===== src/hw/rtl/mrf_pkg.sv =====
// ----------------------------------------------------------------------------
// mrf_pkg
// Types, constants and the CRC-16 byte step of the Modbus RTU request framer.
// ----------------------------------------------------------------------------
package mrf_pkg;

  typedef enum logic [1:0] {
    ACT_READ  = 2'd0,
    ACT_WRITE = 2'd1,
    ACT_SYNC  = 2'd2
  } action_t;

  typedef enum logic {
    ST_IDLE,
    ST_SEND
  } seq_state_t;

  typedef logic [3:0] byte_pos_t;

  localparam logic [15:0] CRC_INIT       = 16'hFFFF;
  localparam logic [15:0] CRC_POLY       = 16'hA001;
  localparam logic [7:0]  FUNC_READ      = 8'h03;
  localparam logic [7:0]  FUNC_WRITE     = 8'h06;
  localparam logic [7:0]  FUNC_SYNC      = 8'h10;
  localparam logic [7:0]  SYNC_REG_HI    = 8'h20;
  localparam logic [7:0]  SYNC_REG_LO    = 8'h88;
  localparam logic [7:0]  SYNC_QTY_HI    = 8'h00;
  localparam logic [7:0]  SYNC_QTY_LO    = 8'h02;
  localparam logic [7:0]  SYNC_BYTE_CNT  = 8'h04;
  localparam logic [7:0]  READ_QTY_HI    = 8'h00;
  localparam logic [7:0]  READ_QTY_LO    = 8'h01;
  localparam byte_pos_t   BODY_LEN_SHORT = 4'd6;
  localparam byte_pos_t   BODY_LEN_SYNC  = 4'd11;

  typedef struct packed {
    logic [15:0] value_b;
    logic [15:0] value_a;
    logic [15:0] reg_addr;
    logic [7:0]  slave_id;
    logic [1:0]  action;
  } req_t;

  typedef struct packed {
    logic       init;
    logic       feed;
    logic [7:0] data;
  } crc_ctrl_t;

  function automatic logic [15:0] crc_feed(input logic [15:0] crc, input logic [7:0] b);
    logic [15:0] c;
    c = crc ^ {8'h00, b};
    for (int k = 0; k < 8; k++) begin
      if (c[0]) begin
        c = (c >> 1) ^ CRC_POLY;
      end else begin
        c = c >> 1;
      end
    end
    return c;
  endfunction

endpackage


===== src/hw/rtl/mrf_req_if.sv =====
// ----------------------------------------------------------------------------
// mrf_req_if
// Request channel: valid/ready handshake with the framing request payload.
// ----------------------------------------------------------------------------
interface mrf_req_if;
  logic               valid;
  logic               ready;
  logic [1:0]         action;
  logic [7:0]         slave_id;
  logic [15:0]        reg_addr;
  logic signed [15:0] value_a;
  logic signed [15:0] value_b;

  modport source (output valid, output action, output slave_id, output reg_addr,
                  output value_a, output value_b, input ready);
  modport sink   (input valid, input action, input slave_id, input reg_addr,
                  input value_a, input value_b, output ready);
endinterface


===== src/hw/rtl/mrf_tx_if.sv =====
// ----------------------------------------------------------------------------
// mrf_tx_if
// Frame byte channel: valid/ready handshake with one byte and an end flag.
// ----------------------------------------------------------------------------
interface mrf_tx_if;
  logic       valid;
  logic       ready;
  logic [7:0] tx_byte;
  logic       last_byte;

  modport source (output valid, output tx_byte, output last_byte, input ready);
  modport sink   (input valid, input tx_byte, input last_byte, output ready);
endinterface


===== src/hw/rtl/modbus_rtu_request_framer_top.sv =====
// ----------------------------------------------------------------------------
// modbus_rtu_request_framer_top
// Modbus RTU request framer: one request in, a full frame out byte by byte.
//
//   channel  dir  payload                                      handshake
//   req      in   action, slave_id, reg_addr, value_a, value_b valid/ready
//   tx       out  tx_byte, last_byte                           valid/ready
//
// A read or single-write request yields an 8-byte frame, a two-value write
// a 13-byte frame; after the accept, one byte goes out per cycle while tx
// does not stall, the CRC unit taking one step per body byte. req.ready is high
// only between frames. A request with action 3 is taken and dropped.
// Synchronous reset, active high; a stall on tx holds the output byte
// and pauses the sequence.
// ----------------------------------------------------------------------------
module modbus_rtu_request_framer_top
  import mrf_pkg::*;
(
  input  logic     clk,
  input  logic     rst,
  mrf_req_if.sink  req,
  mrf_tx_if.source tx
);

  crc_ctrl_t   crc_ctrl;
  logic [15:0] crc;

  mrf_frame_seq u_seq (
    .clk      (clk),
    .rst      (rst),
    .req      (req),
    .tx       (tx),
    .crc      (crc),
    .crc_ctrl (crc_ctrl)
  );

  mrf_crc_unit u_crc (
    .clk  (clk),
    .rst  (rst),
    .ctrl (crc_ctrl),
    .crc  (crc)
  );

endmodule


===== src/hw/rtl/mrf_crc_unit.sv =====
// ----------------------------------------------------------------------------
// mrf_crc_unit
// Shared CRC-16 register, restarted per frame and fed one byte per step.
// ----------------------------------------------------------------------------
module mrf_crc_unit
  import mrf_pkg::*;
(
  input  logic        clk,
  input  logic        rst,
  input  crc_ctrl_t   ctrl,
  output logic [15:0] crc
);

  logic [15:0] crc_next;

  always_comb begin
    priority if (ctrl.init) begin
      crc_next = CRC_INIT;
    end else if (ctrl.feed) begin
      crc_next = crc_feed(crc, ctrl.data);
    end else begin
      crc_next = crc;
    end
  end

  always_ff @(posedge clk) begin
    if (rst) begin
      crc <= CRC_INIT;
    end else begin
      crc <= crc_next;
    end
  end

endmodule


===== src/hw/rtl/mrf_frame_seq.sv =====
// ----------------------------------------------------------------------------
// mrf_frame_seq
// Byte sequencer: holds the request, steps through the frame, drives the CRC
// unit and the output register.
// ----------------------------------------------------------------------------
module mrf_frame_seq
  import mrf_pkg::*;
(
  input  logic        clk,
  input  logic        rst,
  mrf_req_if.sink     req,
  mrf_tx_if.source    tx,
  input  logic [15:0] crc,
  output crc_ctrl_t   crc_ctrl
);

  seq_state_t  state, state_next;
  byte_pos_t   pos;
  req_t        held;
  logic        out_valid;
  logic [7:0]  out_byte;
  logic        out_last;

  logic        accept;
  logic        act_ok;
  logic        advance;
  byte_pos_t   body_len;
  logic        in_body;
  logic        is_last;
  logic [7:0]  body_byte;
  logic [7:0]  cur_byte;

  assign accept   = req.valid && req.ready;
  assign act_ok   = (req.action == ACT_READ) || (req.action == ACT_WRITE) ||
                    (req.action == ACT_SYNC);
  assign body_len = (held.action == ACT_SYNC) ? BODY_LEN_SYNC : BODY_LEN_SHORT;
  assign in_body  = pos < body_len;
  assign is_last  = pos == (body_len + 4'd1);

  // frame body byte at the current position
  always_comb begin
    body_byte = 8'h00;
    if (held.action == ACT_SYNC) begin
      unique case (pos)
        4'd0:    body_byte = held.slave_id;
        4'd1:    body_byte = FUNC_SYNC;
        4'd2:    body_byte = SYNC_REG_HI;
        4'd3:    body_byte = SYNC_REG_LO;
        4'd4:    body_byte = SYNC_QTY_HI;
        4'd5:    body_byte = SYNC_QTY_LO;
        4'd6:    body_byte = SYNC_BYTE_CNT;
        4'd7:    body_byte = held.value_a[15:8];
        4'd8:    body_byte = held.value_a[7:0];
        4'd9:    body_byte = held.value_b[15:8];
        4'd10:   body_byte = held.value_b[7:0];
        default: body_byte = 8'h00;
      endcase
    end else begin
      unique case (pos)
        4'd0:    body_byte = held.slave_id;
        4'd1:    body_byte = (held.action == ACT_READ) ? FUNC_READ : FUNC_WRITE;
        4'd2:    body_byte = held.reg_addr[15:8];
        4'd3:    body_byte = held.reg_addr[7:0];
        4'd4:    body_byte = (held.action == ACT_READ) ? READ_QTY_HI : held.value_a[15:8];
        4'd5:    body_byte = (held.action == ACT_READ) ? READ_QTY_LO : held.value_a[7:0];
        default: body_byte = 8'h00;
      endcase
    end
  end

  always_comb begin
    priority if (in_body) begin
      cur_byte = body_byte;
    end else if (pos == body_len) begin
      cur_byte = crc[7:0];
    end else begin
      cur_byte = crc[15:8];
    end
  end

  // next state
  always_comb begin
    state_next = state;
    unique case (state)
      ST_IDLE: if (accept && act_ok) state_next = ST_SEND;
      ST_SEND: if (advance && is_last) state_next = ST_IDLE;
      default: state_next = ST_IDLE;
    endcase
  end

  // outputs
  always_comb begin
    req.ready     = 1'b0;
    advance       = 1'b0;
    unique case (state)
      ST_IDLE: req.ready = 1'b1;
      ST_SEND: advance   = !out_valid || tx.ready;
      default: advance   = 1'b0;
    endcase
    crc_ctrl.init = accept && act_ok;
    crc_ctrl.feed = advance && in_body;
    crc_ctrl.data = cur_byte;
  end

  assign tx.valid     = out_valid;
  assign tx.tx_byte   = out_byte;
  assign tx.last_byte = out_last;

  always_ff @(posedge clk) begin
    if (rst) begin
      state     <= ST_IDLE;
      pos       <= '0;
      out_valid <= 1'b0;
    end else begin
      state <= state_next;
      if (accept) begin
        pos <= '0;
      end else if (advance) begin
        pos <= is_last ? 4'd0 : pos + 4'd1;
      end
      if (advance) begin
        out_valid <= 1'b1;
      end else if (tx.ready) begin
        out_valid <= 1'b0;
      end
    end
  end

  always_ff @(posedge clk) begin
    if (rst) begin
      held <= '0;
    end else if (accept && act_ok) begin
      held <= '{value_b: req.value_b, value_a: req.value_a, reg_addr: req.reg_addr,
                slave_id: req.slave_id, action: req.action};
    end
    if (advance) begin
      out_byte <= cur_byte;
      out_last <= is_last;
    end
  end

endmodule

===== src/flat_wrapper.sv =====
// flat-port wrapper written by rule: the top's interface ports become plain ports
module modbus_rtu_request_framer_top_flat import mrf_pkg::*;
  (clk, rst, req_valid, req_action, req_slave_id, req_reg_addr, req_value_a, req_value_b, req_ready, tx_valid, tx_tx_byte, tx_last_byte, tx_ready);
  mrf_req_if req_i ();
  mrf_tx_if tx_i ();
  input  logic clk;
  input  logic rst;
  input wire logic [$bits(req_i.valid)-1:0] req_valid;
  input wire logic [$bits(req_i.action)-1:0] req_action;
  input wire logic [$bits(req_i.slave_id)-1:0] req_slave_id;
  input wire logic [$bits(req_i.reg_addr)-1:0] req_reg_addr;
  input wire logic [$bits(req_i.value_a)-1:0] req_value_a;
  input wire logic [$bits(req_i.value_b)-1:0] req_value_b;
  output wire logic [$bits(req_i.ready)-1:0] req_ready;
  output wire logic [$bits(tx_i.valid)-1:0] tx_valid;
  output wire logic [$bits(tx_i.tx_byte)-1:0] tx_tx_byte;
  output wire logic [$bits(tx_i.last_byte)-1:0] tx_last_byte;
  input wire logic [$bits(tx_i.ready)-1:0] tx_ready;
  assign req_i.valid = req_valid;
  assign req_i.action = req_action;
  assign req_i.slave_id = req_slave_id;
  assign req_i.reg_addr = req_reg_addr;
  assign req_i.value_a = req_value_a;
  assign req_i.value_b = req_value_b;
  assign req_ready = req_i.ready;
  assign tx_valid = tx_i.valid;
  assign tx_tx_byte = tx_i.tx_byte;
  assign tx_last_byte = tx_i.last_byte;
  assign tx_i.ready = tx_ready;
  modbus_rtu_request_framer_top u_core (.clk(clk), .rst(rst), .req(req_i), .tx(tx_i));
endmodule

===== config.mk =====
export PLATFORM = sky130hd
export DESIGN_NAME = modbus_rtu_request_framer_top_flat
export DESIGN_NICKNAME = d
export VERILOG_FILES = /design/src/hw/rtl/mrf_pkg.sv /design/src/hw/rtl/mrf_req_if.sv /design/src/hw/rtl/mrf_tx_if.sv /design/src/hw/rtl/modbus_rtu_request_framer_top.sv /design/src/hw/rtl/mrf_crc_unit.sv /design/src/hw/rtl/mrf_frame_seq.sv /design/src/flat_wrapper.sv
export SDC_FILE = /design/constraint.sdc
export NUM_CORES = 1
export LEC_CHECK = 0
export ABC_AREA = 1
export BUFFER_PORTS_ARGS = -buffer_cell sky130_fd_sc_hd__buf_2
export CORE_AREA = 2 2 107 109
export DETAILED_ROUTE_END_ITERATION = 8
export DIE_AREA = 0 0 109 111
export PLACE_DENSITY_LB_ADDON = 0.15
export REMOVE_ABC_BUFFERS = 1
export SYNTH_ARGS = -nofsm -noshare
export SYNTH_HDL_FRONTEND = slang
export SYNTH_HIERARCHICAL = 1
export SYNTH_SLANG_ARGS = --single-unit

===== constraint.sdc =====
create_clock -name clk -period 2.9 [get_ports clk]
set_clock_uncertainty 0.1 [all_clocks]
set_input_delay 0.145 -clock clk [delete_from_list [all_inputs] [get_ports clk]]
set_output_delay 0.145 -clock clk [all_outputs]
set_load 0.005 [all_outputs]

# Word-level counts from Yosys, hierarchy flattened

Cells that the tools add are included.

Register bits: 89
Latch bits: 0
Bits in writable memories: 0
Bits in read-only memories: 0
Bits of input ports: 62
Memories: 0

Add/sub/neg operators: 2
$mul: 0
Divide/modulo/power cells: 0
$lt $le $gt $ge: 1
Equal/unequal tests: 15
Shifts and indexed selects: 0
Mux-type cells: 39
Bitwise operators: 10
Reductions and logical operators: 14

Operators by type and width:

| cell                                                                   | count |
|---|---|
| 16-bit 2-to-1 mux                                                      | 22 |
| 8-bit one-hot mux with 10 select lines                                 | 1 |
| 8-bit one-hot mux with 6 select lines                                  | 1 |
| 8-bit 2-to-1 mux                                                       | 5 |
| 2-bit NOT with 3-bit output                                            | 8 |
| 4-bit by 3-bit equality test with 1-bit output (second input constant) | 4 |
| 16-bit by 8-bit XOR with 16-bit output                                 | 1 |
| 4-bit equality test (second input constant)                            | 3 |
| 4-bit by 1-bit adder with 4-bit output (second input constant)         | 2 |
| 4-bit by 2-bit equality test with 1-bit output (second input constant) | 2 |
| 4-bit equality test                                                    | 2 |
| 4-bit 2-to-1 mux                                                       | 2 |
| 1-bit 2-to-1 mux                                                       | 6 |
| 2-bit equality test (second input constant)                            | 2 |
| 4-bit by 1-bit equality test with 1-bit output (second input constant) | 1 |
| 1-bit logical AND                                                      | 4 |
| 2-bit zero test                                                        | 2 |
| 4-bit zero test                                                        | 1 |
| 4-bit < comparator                                                     | 1 |
| 2-bit OR reduction                                                     | 2 |
| 1-bit logical OR                                                       | 3 |
| 3-bit 2-to-1 mux                                                       | 1 |
| 2-bit by 1-bit equality test with 1-bit output (second input constant) | 1 |
| 1-bit one-hot mux with 2 select lines                                  | 1 |
| other kinds (3)                                                        | 3 |

# Depth between registers and ports, before layout

Gate-level depths: netlist (run 1).

Depth after elaboration: 36
Mapped depth: 30
Depth with buffers taken out: 29

# Cells and area by module

Netlist (run 1), hierarchy kept.

By module, submodules not included:

| module        | instances | cells each | area an instance (um2) | sequential area each (um2) |
|---|---|---|---|---|
| mrf_frame_seq | 1         | 560        | 3799.9                 | 1551.5 |
| mrf_crc_unit  | 1         | 142        | 1001.0                 | 320.3 |

# Least setup slack after synthesis (run 1)

OpenSTA, ideal clock, no wires.

Path kind: reg2reg
Start: reg u_core/u_seq/held[0] in the netlist's numbering
End: reg u_core.u_crc.crc[0]
Library setup time: 0.115 ns
Arrival time: 2.914 ns
Data required time: 2.685 ns
Setup slack: -0.228 ns
Cell stages (with the launch flop): 28
Path buffers: 0
Clock period less this slack: 3.128 ns
Cells stage by stage: dfxtp_1 inv_1 nand2_1 clkinv_1 ha_1 nand2_1 nor3_1 nor2_1 nand2_1 inv_1 nand2_1 nand2_1 inv_1 nand2_1 nand2_2 nand2_4 nand3_1 nand3_2 nand2_4 nand2_4 nand2_2 nand2_1 nand2_2 nand2_1 nand3_1 nand3_1 nand3_1 nand2_1

RTL lines:

| element                | RTL line             | RTL |
|---|---|---|
| from (decl)            | mrf_frame_seq.sv:19  | `req_t held;` |
| from (signal assigned) | mrf_frame_seq.sv:133 | `held <= '{value_b: req.value_b, value_a: req.value_a, reg_addr: req.reg_addr,` |
| to (signal assigned)   | mrf_crc_unit.sv:30   | `crc <= crc_next;` |
| to (decl)              | mrf_crc_unit.sv:11   | `output logic [15:0] crc` |

==> results.sh, run 1 <==
export IMPL_status="finished with violations"
export IMPL_violations="negative hold slack, negative setup slack"
export IMPL_busiest_layer="met2"
export IMPL_cts_made_buffers=9
export IMPL_tns_ns=-0.697
export IMPL_r2r_slack_ns=-0.17
export IMPL_tightest_slew_ns=0.603
export IMPL_cp_required_ns=3.04
export IMPL_htree_levels=3
export IMPL_initial_core_util_pct=43.3
export IMPL_hold_viol_final=1
export IMPL_drc=0
export IMPL_hold_ws_ns=-0.000996
export IMPL_power_density_nw_per_um2=587
export IMPL_nNetsFinal=959
export IMPL_layout_setup_ws_ns=-0.174
export IMPL_vias=5167
export IMPL_crit_family="simple AND/OR/NAND/NOR gates"
export IMPL_num_rows=39
export IMPL_cts_tree="built"
export IMPL_p_leak_uw=0.00333
export IMPL_setup_violations=8
export IMPL_max_freq_mhz=325
export IMPL_diodes=0
export IMPL_p_clk_share_pct=30.9
export IMPL_wl_mm=14.3
export IMPL_place_inst=950
export IMPL_switchingPower_uw=1330
export IMPL_netlist_instances=702
export IMPL_start_kind="flop"
export IMPL_p_sw_share_pct=32.5
export IMPL_final_min_clock_period_ns=3.07
export IMPL_p_int_uw=2770
export IMPL_vias_per_cell=4.98
export IMPL_io_buffers=72
export IMPL_synth_cell_type_count=34
export IMPL_syn_to_final_growth_pct=45.4
export IMPL_antenna_found_initial=0
export IMPL_clk_pin_slew_worst_paths_ns=0.06
export IMPL_crit_slowest_cell="dfxtp_2"
export IMPL_track_usage_pct=25.2
export IMPL_grt_pass1_wl_mm=24.0
export IMPL_clock_latency_ns=0.35
export IMPL_grt_use_met1_pct=32.2
export IMPL_stdcell_count=1037
export IMPL_first_pass_iters=5
export IMPL_io_pins=73
export IMPL_syn_area_um2=4800
export IMPL_synth_area_leaders="dfxtp_1, nand2_1, nor2_1"
export IMPL_cts_buffer_depth=2
export IMPL_critPathMaxStageDelay_ns=0.32
export IMPL_combPwrFrac_pct=34.0
export IMPL_ant_nets=0
export IMPL_peakVddDrop_uv=375
export IMPL_grt_pass1_vias=5020
export IMPL_fin_crit_sh_pct=106
export IMPL_detail_route_wl_per_cell_um=13.8
export IMPL_synth_commonest_cells="nand2_1, nor2_1, dfxtp_1, o21ai_0, inv_1"
export IMPL_synth_seq_cells=89
export IMPL_gr_usage_met2_pct=41.1
export IMPL_endpoint_kind="flop"
export IMPL_p_seq_share_pct=35.1
export IMPL_ys_async_sr_fraction_pct=0
export IMPL_dpl_hpwl_mm=9.59
export IMPL_final_util_pct=63.0
export IMPL_yosys_warnings=6
export IMPL_cpMostUsedCell="nand2_4"
export IMPL_yosysMostFrequentCell="nand2_1"
export IMPL_globalRouteMet3Util_pct=5.06
export IMPL_clock_sink_count=89
export IMPL_hp_class="in2reg"
export IMPL_place_area_um2=5690
export IMPL_drt_iter0_drc=342
export IMPL_grt_max_degree=73
export IMPL_synth_enable_flop_cells=9
export IMPL_dieArea_um2=12100
export IMPL_grt_ovfl_total=0
export IMPL_fill_cells=972
export IMPL_synth_area_per_cell_um2=6.84
export IMPL_netlist_area_leader_share_pct=33.4
export IMPL_path_buf_inv=4
export IMPL_synthFlopType="dfxtp_1"
export IMPL_critPathKind="reg2reg"
export IMPL_fp_coreArea_um2=11100
export IMPL_netlist_top_cell_by_area="dfxtp_1"
export IMPL_critPathMaxFanout=4
export IMPL_rsz0062_at_grt="yes"
export IMPL_ys_seq_area_share_pct=39.0
export IMPL_root_buffer="clkbuf_16"
export IMPL_die_height_um=111
export IMPL_gp_congestion=0.872
export IMPL_final_area_um2=6980
export IMPL_drive_gt1_share_pct=27.9
export IMPL_die_w_um=109
export IMPL_worst_ep_arrival_time_ns=3.22
export IMPL_max_slew_margin_rel_pct=59.8
export IMPL_drv_slew=0
export IMPL_maxCapViolations=0
per-layer routing:
metal | routed length [µm] | up-vias
met5 | 0 | -
met4 | 338 | 0
met3 | 573 | 27
met2 | 6970 | 133
met1 | 6420 | 2363
li1 | - | 2644
power by group through the flow:
stage	clock network, µW	logic, µW	registers (µW)
3_3_place_gp	0	1010	1460
3_5_place_dp	0	1030	1460
6_report	1260	1400	1440
2_1_floorplan	0	638	1440
5_1_grt	1350	1530	1450
4_1_cts	1290	1300	1440
final timing paths:
path,startpoint,end,cells past startpoint
worst min-delay path,req_value_a[12],u_core/u_seq/held[38],3
worst max-delay path,u_core/u_seq/held[0],u_core/u_crc/crc[0],28
worst min register to register,u_core/u_seq/held[16],u_core/u_seq/held[16],2
worst max register to register,u_core/u_seq/held[0],u_core/u_crc/crc[0],28
worst reg2reg max path: cells and delay by family, from the launching register on:
| family | cells | cell delay, ns |
|---|---|---|
| and+or+nand+nor | 22 | 1.80 |
| DFF | 1 | 0.32 |
| AOI/OAI and AO/OA | 1 | 0.10 |
| adders and majority gates | 1 | 0.27 |
| buffers and inverters | 4 | 0.35 |
layout by cell type (no fill, tap or decap), types with 5 or more instances in the layout:
cell | synthesis | routed
a21oi_1 | 28 | 28
buf_4 | 4 | 68
o21ai_0 | 69 | 65
xor2_1 | 6 | 5
nand3_2 | 6 | 10
inv_1 | 54 | 46
nand4_1 | 19 | 19
nand2_2 | 10 | 13
nand2_4 | 5 | 12
dfxtp_1 | 80 | 76
buf_2 | 15 | 72
clkbuf_16 | 0 | 9
nand3_1 | 51 | 40
nor2_1 | 121 | 119
edfxtp_1 | 9 | 9
o211ai_1 | 10 | 10
buf_6 | 3 | 11
dlygate4sd3_1 | 0 | 53
nand2_1 | 163 | 153
nand3_4 | 0 | 7
inv_2 | 7 | 15
o21ai_1 | 6 | 10
flip-flops by register name, indices dropped and copies added (netlist names):
name,count
u_core/u_seq/tx.valid,1
u_core/u_seq/tx.last_byte,1
u_core/u_seq/pos,4
u_core/u_seq/tx.tx_byte,8
u_core/u_seq/held,58
u_core/u_crc/crc,16
u_core/u_seq/state,1
cell type report:
type / instances / area, µm² / share of cell area (%)
timing repair buffer: 208 / 1600 / 22.9
inverter: 64 / 244 / 3.49
sequential: 89 / 1880 / 26.9
multi-input combinational: 517 / 2770 / 39.6
clock buffer: 13 / 250 / 3.58
clock inverter: 3 / 65.1 / 0.932
tap: 143 / 179 / 2.56
stage by stage:
| stage | setup WS [ns] | total power [µW] |
|---|---|---|
| floorplan | -0.488 | 2080 |
| global placement | -0.112 | 2470 |
| detailed placement | -0.258 | 2490 |
| CTS | -0.0643 | 4030 |
| global route | -0.357 | 4330 |
| finish | -0.174 | 4100 |
cell families after synthesis:
family,share of synthesized area (%)
flops,39.0
xor+xnor,2.16
fa+ha+maj,2.09
simple gates,35.4
buf+inv,8.73
compound gates,12.6
timing repair:
| action | CTS | global route |
|---|---|---|
| setup buffers | 18 | 1 |
| hold buffers | 53 | 0 |
| resized for setup | 58 | 20 |
| pin swaps | 22 | 13 |
| setup endpoints to repair | 8 | 10 |
| hold endpoints to repair | 54 | 0 |
Power figures use the tool's default switching activity.
==> inputs of run 2 (changes only) <==
- SETUP_SLACK_MARGIN: default -> 0.05
==> results.sh, run 2 (synthesized netlist as in run 1, its figures left out) <==
export IMPL_r2r_cells=28
export IMPL_detail_route_wl_per_cell_um=13.8
export IMPL_fp_coreArea_um2=11100
export IMPL_gp_congestion=0.872
export IMPL_drive_gt1_share_pct=28.8
export IMPL_critPathMaxFanout=4
export IMPL_crit_slowest_cell="dfxtp_2"
export IMPL_hp_class="in2reg"
export IMPL_fin_crit_sh_pct=105
export IMPL_stdcell_count=1040
export IMPL_drt_iter0_drc=354
export IMPL_hold_ws_ns=-0.00169
export IMPL_peakVddDrop_uv=424
export IMPL_io_pins=73
export IMPL_syn_to_final_growth_pct=45.9
export IMPL_cts_made_buffers=9
export IMPL_vias_per_cell=5.04
export IMPL_cp_required_ns=3.04
export IMPL_die_height_um=111
export IMPL_layout_setup_ws_ns=-0.139
export IMPL_cpMostUsedCell="nand2_4"
export IMPL_start_kind="flop"
export IMPL_io_buffers=72
export IMPL_critPathKind="reg2reg"
export IMPL_grt_pass1_wl_mm=23.8
export IMPL_htree_levels=3
export IMPL_maxCapViolations=0
export IMPL_final_common_cell="nand2_1"
export IMPL_grt_pass1_vias=5051
export IMPL_endpoint="u_core/u_crc/crc[0]"
export IMPL_regMostFlops="u_core/u_seq/held"
export IMPL_grt_max_degree=73
export IMPL_r2r_slack_ns=-0.14
export IMPL_die_w_um=109
export IMPL_setup_violations=7
export IMPL_violations="negative hold slack, negative setup slack"
export IMPL_status="finished with violations"
export IMPL_clock_latency_ns=0.36
export IMPL_wl_mm=14.3
export IMPL_vias=5238
export IMPL_power_density_nw_per_um2=591
export IMPL_max_freq_mhz=329
export IMPL_startpoint="u_core/u_seq/held[0]"
export IMPL_grt_ovfl_total=0
export IMPL_mostFrequentLayoutCells="nand2_1, nor2_1, dfxtp_1, buf_4, buf_2"
export IMPL_drc=0
export IMPL_cts_buffer_depth=2
export IMPL_place_inst=950
export IMPL_min_from="req_value_a[12]"
export IMPL_initial_core_util_pct=43.3
export IMPL_antenna_found_initial=0
export IMPL_rsz0062_at_grt="yes"
export IMPL_dieArea_um2=12100
export IMPL_track_usage_pct=25.0
export IMPL_nNetsFinal=962
export IMPL_max_slew_margin_rel_pct=59.4
export IMPL_r2r_end="u_core/u_crc/crc[0]"
export IMPL_drv_slew=0
export IMPL_cts_tree="built"
export IMPL_largest_reg_flops=58
export IMPL_final_min_clock_period_ns=3.04
export IMPL_clk_pin_slew_worst_paths_ns=0.07
export IMPL_p_leak_uw=0.00333
export IMPL_ant_nets=0
export IMPL_root_buffer="clkbuf_16"
export IMPL_worst_ep_arrival_time_ns=3.18
export IMPL_num_rows=39
export IMPL_first_pass_iters=5
export IMPL_hold_viol_final=1
export IMPL_endpoint_kind="flop"
export IMPL_dpl_hpwl_mm=9.59
export IMPL_tightest_slew_ns=0.609
export IMPL_critPathMaxStageDelay_ns=0.32
export IMPL_diodes=0
export IMPL_timing_rr_start="u_core/u_seq/held[0]"
export IMPL_clock_sink_count=89
run 2: timing repair:
| action | in CTS | in global routing |
|---|---|---|
| hold buffers | 53 | 0 |
| setup endpoints to repair | 8 | 10 |
| gates resized for setup | 55 | 27 |
| pin swaps | 23 | 12 |
| setup buffers | 18 | 4 |
| hold endpoints to repair | 54 | 0 |
run 2: stage by stage:
step	utilization, %	TNS [ns]	power [µW]	cell area, µm²	setup WS (ns)
after floorplan	-	-4.13	2080	4620	-0.488
after global placement	51.4	-0.453	2470	5690	-0.112
after detailed placement	51.4	-1.34	2490	5690	-0.258
after CTS	62.1	-0.318	3990	6880	-0.111
after global routing	63.2	-1.86	4380	7010	-0.327
final	63.2	-0.477	4140	7010	-0.139
run 2: how the worst min path moves through the flow:
stage	endpoint	slack [ns]	cells after the start
after floorplan	u_core/u_seq/state	0.11	1
after global placement	u_core/u_seq/held[52]	0.28	3
after detailed placement	u_core/u_seq/state	0.28	2
after CTS	u_core/u_seq/pos[1]	0.0001	4
after global routing	u_core/u_seq/held[29]	0.009	3
final	u_core/u_seq/held[38]	-0.002	3
run 2: area by class of cell:
class                   instances  area (µm²)
flip-flops and latches         89        1880
repair buffers                211        1610
clock buffers                  13         250
clock inverters                 3        65.1
multi-input cells             517        2780
well taps                     143         179
inverters                      64         245
fillers                       966        4070
run 2: worst max-delay path, delay by kind of cell, from the launching register on:
kind | cells | cell delay (ns)
AOI/OAI and AO/OA | 1 | 0.10
DFF | 1 | 0.32
and+or+nand+nor | 22 | 1.75
adders and majority gates | 1 | 0.27
buffers and inverters | 4 | 0.36
run 2: power by group:
| group | total [µW] | internal (µW) | switching (µW) |
|---|---|---|---|
| clock | 1260 | 778 | 484 |
| combinational | 1440 | 647 | 790 |
| sequential | 1440 | 1370 | 73.1 |
run 2: per-layer routing:
metal	track usage (%)	share of wire [%]	routed length [µm]	vias up
li1	-	-	-	2655
met4	12.3	2.8	408	0
met2	39.9	48	6930	139
met5	0	0	0	-
met3	4.88	3.7	528	29
met1	31.8	45	6460	2415
